[src/rtl/core/pgmd_pkg.sv]
`timescale 1ns / 1ps
package pgmd_pkg;

  localparam int GRID_SIDE = 32;
  localparam int FRACTION_BITS = 16;
  localparam int AXIS_BITS = $clog2(GRID_SIDE);
  localparam int CELLS = GRID_SIDE * GRID_SIDE * GRID_SIDE;
  localparam int CELL_BITS = 3 * AXIS_BITS;
  localparam int POS_BITS = 21;
  localparam int ACC_BITS = 48;
  localparam int W_BITS = FRACTION_BITS + 1;

  localparam logic [1:0] CMD_DEPOSIT = 2'd0;
  localparam logic [1:0] CMD_READ = 2'd1;
  localparam logic [1:0] CMD_READ_CLEAR = 2'd2;

  localparam logic CFG_DEPOSIT_MODE = 1'b0;
  localparam logic CFG_VOLUME_SCALE = 1'b1;

  localparam logic [ACC_BITS-1:0] ACC_MAX = {ACC_BITS{1'b1}};

  typedef struct packed {
    logic [1:0] command;
    logic nearest;
    logic [AXIS_BITS-1:0] bx;
    logic [AXIS_BITS-1:0] by;
    logic [AXIS_BITS-1:0] bz;
    logic [FRACTION_BITS-1:0] fx;
    logic [FRACTION_BITS-1:0] fy;
    logic [FRACTION_BITS-1:0] fz;
    logic [31:0] luminosity;
    logic [31:0] volume_scale;
    logic [14:0] cell_index;
    logic last_in_batch;
  } job_t;

endpackage

[src/rtl/core/pgmd_front.sv]
`timescale 1ns / 1ps
module pgmd_front (
  input  logic clk,
  input  logic rst_n,
  input  logic in_valid,
  output logic in_stall,
  input  logic [1:0] in_command,
  input  logic [20:0] in_pos_x,
  input  logic [20:0] in_pos_y,
  input  logic [20:0] in_pos_z,
  input  logic [31:0] in_luminosity,
  input  logic [14:0] in_cell_index,
  input  logic in_last_in_batch,
  input  logic deposit_mode,
  input  logic [31:0] volume_scale,
  output logic job_valid,
  input  logic job_take,
  output pgmd_pkg::job_t job
);
  import pgmd_pkg::*;

  job_t q_r [2];
  logic [1:0] cnt_r, cnt_nxt;
  logic wp_r, rp_r;
  job_t j;
  logic push;

  always_comb begin
    j.command = in_command;
    j.nearest = deposit_mode;
    j.bx = in_pos_x[FRACTION_BITS +: AXIS_BITS];
    j.by = in_pos_y[FRACTION_BITS +: AXIS_BITS];
    j.bz = in_pos_z[FRACTION_BITS +: AXIS_BITS];
    j.fx = in_pos_x[FRACTION_BITS-1:0];
    j.fy = in_pos_y[FRACTION_BITS-1:0];
    j.fz = in_pos_z[FRACTION_BITS-1:0];
    j.luminosity = in_luminosity;
    j.volume_scale = volume_scale;
    j.cell_index = in_cell_index;
    j.last_in_batch = in_last_in_batch;
  end

  assign in_stall = (cnt_r == 2'd2);
  assign push = in_valid && !in_stall;
  assign job_valid = (cnt_r != 2'd0);
  assign job = q_r[rp_r];
  assign cnt_nxt = cnt_r + {1'b0, push} - {1'b0, job_take};

  always_ff @(posedge clk) begin
    if (!rst_n) begin
      cnt_r <= 2'd0;
      wp_r <= 1'b0;
      rp_r <= 1'b0;
    end else begin
      cnt_r <= cnt_nxt;
      if (push) wp_r <= !wp_r;
      if (job_take) rp_r <= !rp_r;
    end
    if (push) q_r[wp_r] <= j;
  end
endmodule

[config.mk]
export PLATFORM = sky130hd
export DESIGN_NAME = pgmd_front
export DESIGN_NICKNAME = d
export VERILOG_FILES = /design/src/rtl/core/pgmd_pkg.sv /design/src/rtl/core/pgmd_front.sv
export SDC_FILE = /design/constraint.sdc
export NUM_CORES = 1
export LEC_CHECK = 0
export BUFFER_PORTS_ARGS = -buffer_cell sky130_fd_sc_hd__buf_2
export CAP_MARGIN = 0
export CORE_AREA = 2 2 180 182
export CTS_CLUSTER_SIZE = 28
export DETAILED_ROUTE_END_ITERATION = 16
export DIE_AREA = 0 0 182 184
export SLEW_MARGIN = 10
export SYNTH_ARGS = -nofsm -noshare
export SYNTH_HDL_FRONTEND = slang
export SYNTH_SLANG_ARGS = --single-unit
[constraint.sdc]
create_clock -name clk -period 10.27 [get_ports clk]
set_input_delay 2.054 -clock clk [delete_from_list [all_inputs] [get_ports clk]]
set_output_delay 2.054 -clock clk [all_outputs]
set_load 0.01 [all_outputs]
==> results.md, run 1 <==
Min path:
- The worst hold path begins at wp_r.
- The worst hold path depth is 2.
- The hold-critical path endpoint is wp_r.
- The path class of the tightest hold or removal check is reg -> reg.

Worst setup path:
- The depth of the most critical reg-to-reg path is 4.
- The reg-to-reg startpoint is cnt_r[0].
- In this run the critical register-to-register path is captured at q_r[1][5].
- The data required time of the worst path is 8220 ps.
- The category of the worst setup path capture point is a primary output.
- The category of the critical setup timing path is reg -> out.
- The arrival time reported for the critical path endpoint is around 3200 ps.
- Setup slack on the worst reg-to-reg path comes out at 7280 ps.
- The sort of element at the start of the critical path is a register.
- The maximum fanout along the worst path is about 80.

Clock network:
- In this run the clock root is driven by a sky130_fd_sc_hd__clkbuf_16.
- Counting along the longest clock path gives a buffer depth of 3.
- In this run, post-CTS repair resized a total of 0 instances.
- The clock sink total is a little under 300.
- TritonCTS built the clock tree.
- The clock-pin transition on the worst setup and hold timing paths is 60 ps.
- The total CTS buffers is 31.
- The clock network latency to the later pin of the worst-skew pair is 550 ps.
- The count of buffers added by post-CTS timing repair for setup is 0.
- The count of H-tree levels built during CTS is 1.
- Buffers inserted to repair hold after CTS numbered 0.

Place:
- The half-perimeter wire length after placement is 13800 um.
- Input and output buffers added on the ports amount to 297.
- The final estimated routing congestion in global placement is 0.721.
- Once placement completed, the tool counted placed cells totaling 1167.

Timing:
- Setup violations remaining at the end of the flow were counted as 0.
- Across all hold checks on the routed design, the worst slack comes to 530 ps.
- Dividing the final minimum period by the clock period gives 0.513.
- The final max-slew violation count was 0.
- The tightest slew margin relative to the limit is 0.265.
- The maximum operating frequency is between 150 and 200 MHz.
- Setup repair after global routing left no endpoint under its margin.
- The slew of the pin with the lowest slew margin is 1100 ps.
- The setup total negative slack is 0 ps.
- The minimum clock period is 5270 ps.
- The setup skew after layout is 15.1 ps.
- The number of hold violations in the final report came to 0.

Drt:
- After the first detailed-routing iteration, the DRC count stood at 262.
- The post-route DRC violation count is 0.
- The routed design has around 21000 um of wire.
- The via count is about 5.5k.
- For this run, the detailed router's first-pass iteration total came to 4.
- The detail-routed net length per standard cell is 17.4 um.
- The residual antenna-violating net count after detailed routing is 0.
- The via count normalized by instance count is about 4.5.

Synthesis:
- The synthesized area is roughly 11000 um^2.
- The share of synthesized area spent on multiplexers is 0.152.
- For this run, the number of Yosys warnings is 0.
- The average size of a mapped cell is between 20 and 25 um^2.
- The count of cell types in the netlist is 16.
- Of the total synthesized cell area, the portion taken by full adders, half adders and majority gates is 0.00231.
- The simple logic cell fraction of the synthesized area is 0.00565.
- For this run, the register share of the synthesized area comes to 0.818.
- Of the total synthesized cell area, the portion taken by XOR and XNOR cells is 0.00242.
- The combinational family with the most area after synthesis is multiplexers.
- After synthesis the netlist holds a flip-flop and latch count of 297.
- The number of nets in the synthesized netlist is 630.
- The synthesized instance count is 478.
- The compound-gate portion of the synthesized area is 0.

Final layout:
- The number of standard cells in the layout, taps in and fillers out is 1227.
- The number of nets in the layout is 950.
- Compared with the post-synthesis result, the final layout area differs by 26.1%.
- The proportion of layout cells with a drive suffix above 1 is 0.601.

Global route:
- The aggregate global routing overflow is 0.
- In the global route stage, overall resource usage came out at 0.121.
- The largest net degree at the start of global routing is between 70 and 80.
- The initial antenna violation count is 5.
- The via count of the first global-routing pass is around 5.6k.
- The first-pass GRT wire length is 31300 um.

Die:
- The effective utilization at floorplan is 0.346.
- The horizontal die dimension is 182 um.
- The top-level port count is 298.
- The die is between 150 and 200 um tall.
- The placeable core region is approximately 31000 um^2.
- The die covers roughly 33000 um^2.
- In this run the core area contains 65 standard-cell rows.

Power and ir drop:
- Power comes to 3130 uW.
- In this run the static leakage power is between 0.005 and 0.006 uW.
- The maximum ir drop on the vdd rail is 166 uV.
- Power spread over the standard cell area amounts to between 200 and 250 nW/um^2.

Job:
- The tool flagged a number of max-cap violations equal to 0.

Run status:
- The flow ran to the end, and the final reports show no timing, DRC or antenna violations.
-- worst max path at each step --
stage / start / to / slack, ps / depth (start not counted)
6_report: register / job[29] / 5000 / 3
3_5_place_dp: register / job[46] / 5520 / 3
5_1_grt: register / job[29] / 4820 / 3
3_3_place_gp: in_valid / q_r[1][5] / 5500 / 4
2_1_floorplan: in_valid / q_r[0][0] / 1410 / 2
4_1_cts: register / job[46] / 4910 / 3
-- synth_stat cells --
library cell,count,area share
sky130_fd_sc_hd__edfxtp_1,292,0.81
sky130_fd_sc_hd__mux2_2,146,0.15
sky130_fd_sc_hd__clkbuf_8,10,0.013
sky130_fd_sc_hd__buf_6,6,0.0062
sky130_fd_sc_hd__dfxtp_1,5,0.0092
sky130_fd_sc_hd__and2_1,4,0.0023
sky130_fd_sc_hd__ha_1,2,0.0023
sky130_fd_sc_hd__inv_1,2,0.00069
sky130_fd_sc_hd__nand2_1,2,0.00069
sky130_fd_sc_hd__nand2b_1,2,0.0012
sky130_fd_sc_hd__xnor2_1,2,0.0016
sky130_fd_sc_hd__and3_1,1,0.00058
sky130_fd_sc_hd__mux2i_1,1,0.00092
sky130_fd_sc_hd__nor2_1,1,0.00035
sky130_fd_sc_hd__or2_2,1,0.00058
sky130_fd_sc_hd__xor2_1,1,0.00081
-- per-stage QoR --
stage	cell area, um^2	utilization	worst slack, ps
after floorplan	10800	-	1410
final	13700	0.436	5000
after global routing	13700	0.436	4820
after CTS	13700	0.436	4910
after global placement	12700	0.404	5500
after detailed placement	12700	0.404	5520
-- sequential cells by signal, indices dropped and copies added (netlist names), named ones only --
name   count
cnt_r      2
rp_r       1
wp_r       1
q_r      292
-- placed cells by master (no fill, tap or decap) --
cell type and count:
sky130_fd_sc_hd__dfxtp_1 4, sky130_fd_sc_hd__xor2_1 1, sky130_fd_sc_hd__and3_4 1, sky130_fd_sc_hd__ha_1 2, sky130_fd_sc_hd__inv_1 2, sky130_fd_sc_hd__edfxtp_1 292
sky130_fd_sc_hd__clkbuf_16 31, sky130_fd_sc_hd__mux2i_1 1, sky130_fd_sc_hd__xnor2_1 2, sky130_fd_sc_hd__inv_6 1, sky130_fd_sc_hd__mux2_2 146, sky130_fd_sc_hd__bufinv_16 3
sky130_fd_sc_hd__clkinvlp_4 4, sky130_fd_sc_hd__nor2_4 1, sky130_fd_sc_hd__clkbuf_1 6, sky130_fd_sc_hd__clkinv_1 10, sky130_fd_sc_hd__dfxtp_4 1, sky130_fd_sc_hd__nand2b_1 2
sky130_fd_sc_hd__clkinv_2 3, sky130_fd_sc_hd__or2_2 1, sky130_fd_sc_hd__nand2_1 2, sky130_fd_sc_hd__diode_2 2, sky130_fd_sc_hd__buf_4 6, sky130_fd_sc_hd__buf_2 297
sky130_fd_sc_hd__and2_1 4
-- worst max-delay path: stages (launching register included) --
cell and delay (ps):
sky130_fd_sc_hd__dfxtp_4 1050, sky130_fd_sc_hd__buf_4 840, sky130_fd_sc_hd__mux2_2 440, sky130_fd_sc_hd__buf_2 150
-- layer usage --
layer,up-vias,global-route usage,share of wire,wire [um]
met5,-,0,0.0017,36
met4,6,0.0377,0.029,621
li1,2554,-,-,-
met2,229,0.193,0.46,9830
met1,2669,0.151,0.41,8790
met3,45,0.0481,0.099,2130
-- cells by family after synthesis --
family / Yosys count
DFF: 297
muxes: 147
buffers and inverters: 18
and+or+nand+nor: 11
xor gates and xnor gates: 3
adders and majority gates: 2
-- report_power, final --
group / internal (uW) / total (uW) / switching [uW]
clock: 626 / 1060 / 439
sequential: 1540 / 1590 / 46.1
combinational: 205 / 479 / 274
-- area by class of cell --
class,count,area [um^2]
multi-input cells,163,1780
fillers,2815,17700
clock inverters,21,181
repair buffers,303,1530
clock buffers,37,798
well taps,402,503
inverters,2,7.51
diodes,2,5.00
flip-flops and latches,297,8870
Note: power is estimated with default switching activity, not from simulation.
==> run 2, diff against run 1 <==
==> constraint.sdc (replaced) <==
create_clock -name clk -period 4.8 [get_ports clk]
set_input_delay 0.96 -clock clk [delete_from_list [all_inputs] [get_ports clk]]
set_output_delay 0.96 -clock clk [all_outputs]
set_load 0.01 [all_outputs]
==> results.md, run 2 (synthesized netlist as in run 1, its figures left out) <==
Run status:
- The run finished with clean final reports.

Power and ir drop:
- The total power draw is 6710 uW.
- The combinational share of power is 0.157.
- Summed over all nets, the switching power comes to 1630 uW.
- The share of total power dissipated in sequential elements is 0.504.
- IR analysis of the VDD net gives a maximum drop of 295 uV.
- The power density relative to cell area is 489 nW/um^2.
- Cell internal power was estimated by the tool at 5080 uW.
- Of the total power, the share spent switching nets is 0.243.
- The leakage power total is roughly 0.005 uW.
- The part of the total power dissipated in the clock network is 0.339.

Clock network:
- For this design, the sink count on the clock tree is 297.
- For this design, the CTS-stage hold fixing added 0 buffers.
- The TritonCTS clock tree is built.
- Post-CTS repair changed the size of 0 cells.
- CTS built an H-tree with a depth of 1.
- The number of buffers between clock root and the deepest sink is 3.
- After clock tree synthesis, the clock-pin slew on the worst setup and hold paths is 60 ps.
- The total CTS buffers is 31.
- The clock root buffer is sky130_fd_sc_hd__clkbuf_16.
- Buffers added to address setup during post-CTS repair amount to 0.
- The clock network latency to the later pin of the worst-skew pair is 550 ps.

Timing:
- The number of hold violations in the final report came to 0.
- The maximum operating frequency is 299 MHz.
- The final max-slew violation count is 0.
- The final worst hold slack is 524 ps.
- The setup skew after layout is 10.0 ps.
- For the pin with the worst max-slew slack, the measured transition is between 800 and 900 ps.
- In the finished design, the share of the clock period the worst path needs comes to 0.696.
- The setup total negative slack is 0 ps.
- The tightest slew margin relative to the limit is 0.462.
- The minimum clock period is 3340 ps.
- The final count of negative-setup-slack endpoints is 0.
- Setup repair after global routing left no endpoint under its margin.

Final layout:
- The cell area after layout is approximately 14000 um^2.
- The commonest non-fill, non-tap cell in the layout is sky130_fd_sc_hd__buf_2.
- The filler cells instantiated in the layout total 2829.
- In the final layout, the registers with the most flip-flops are q_r (292), cnt_r (2).
- At the end of the flow the core is filled with cells to 0.437.
- The library cells used most frequently in the layout, excluding fill and tap cells, are sky130_fd_sc_hd__buf_2, sky130_fd_sc_hd__edfxtp_1, sky130_fd_sc_hd__mux2_2.
- Of the cells placed in the final design, the portion with a size suffix greater than 1 is 0.605.
- After the last flow step, the layout net total stands at around 950.
- The most flop-heavy register is q_r.
- The area growth from synthesis to layout is 26.5%.
- The flip-flop count of the largest register, all copies and words added is 292.

Place:
- After detailed placement, the total cell area comes to 12800 um^2.
- At the end of routability-driven placement, the weighted congestion stood at 0.711.
- Buffers placed on the I/O ports in this run total 297.
- The HPWL after detailed placement is 14100 um.

Drt:
- The number of detailed-routing iterations run before antenna repair is 4.
- The detail-routed net length per standard cell is 17.8 um.
- The routed layout has 5480 vias.
- The residual antenna-violating net count after detailed routing is 0.
- The post-route DRC violation count is 0.
- In the routed layout, each cell is associated on average with a via count of 4.47.
- The routed wire length is 21800 um.
- The violation count after the first detailed-routing iteration is 332.

Global route:
- The first global-routing pass estimated about 33000 um of wire.
- The aggregate global routing overflow is 0.
- The initial antenna violation count is 3.
- For this run, the total global-route usage over all layers was measured as 0.126.
- The via count of the first global-routing pass is 5895.
- The largest net degree at the start of global routing is 75.

Worst setup path:
- Data on the critical path arrives at its endpoint at 2380 ps.
- STA classifies the critical path startpoint as a register.
- The depth of the most critical reg-to-reg path is 3.
- The category of the critical setup timing path is reg -> out.
- The maximum fanout along the worst path is 74.
- The setup check on the worst reg-to-reg path leaves a slack of about 2700 ps.
- The category of the worst setup path capture point is a primary output.
- Data on the critical path is required at its endpoint by 3840 ps.

Die:
- The effective utilization at floorplan is 0.346.
- From left edge to right edge, the die measures 182 um.
- The number of placement rows is 65.
- The die covers 33500 um^2.
- The top-level port count is 298.
- The placeable core region is 31400 um^2.
- The height of the die is between 150 and 200 um.

Job:
- Max-cap violations in this run came to 0.

Min path:
- The min-delay analysis places its worst path in the category reg -> reg.
- The worst hold path depth is 2.
## run 2: cell types whose count changed in the layout (fill, tap and decap cells not counted), sizes merged
cell / delta
clkinvlp: -2
buf: +1
## run 2: area by class of cell
class                           instances  area [um^2]  area share
Multi-Input combinational cell        163         1780       0.130
Timing Repair Buffer                  304         1590       0.116
Clock buffer                           37          798      0.0582
Inverter                                2         7.51    0.000547
Tap cell                              402          503      0.0366
Sequential cell                       297         8870       0.646
Clock inverter                         19          170      0.0124
Antenna cell                            2         5.00    0.000365
## run 2: metrics by stage
stage / setup slack, ps / std cells
2_1_floorplan: 1130 / 478
3_3_place_gp: 2010 / 1168
3_5_place_dp: 2000 / 1168
4_1_cts: 1400 / 1224
5_1_grt: 1320 / 1224
6_report: 1460 / 1226
## run 2: final timing paths
kind,from,to
setup / recovery,register,job[31]
hold / removal,wp_r,wp_r
setup reg to reg,cnt_r[0],q_r[1][75]
hold reg to reg,wp_r,wp_r
## run 2: critical path, stage by stage, from the launching register on
cell                      delay, ps
sky130_fd_sc_hd__dfxtp_4        750
sky130_fd_sc_hd__buf_12         390
sky130_fd_sc_hd__mux2_2         420
sky130_fd_sc_hd__buf_2          140
## run 2: per-layer routing
layer,global-route usage,up-vias,part of all wire
met2,0.210,195,0.48
met3,0.0428,43,0.079
met4,0.0352,4,0.021
met1,0.157,2691,0.42
met5,0,-,0.00096
li1,-,2547,-
## run 2: power groups by stage
stage               registers (uW)  clock network [uW]  logic, uW
floorplan                     3420                   0        635
global placement              3420                   0       1080
detailed placement            3440                   0       1080
CTS                           3390                2350       1090
global route                  3420                2440       1150
finish                        3380                2270       1060
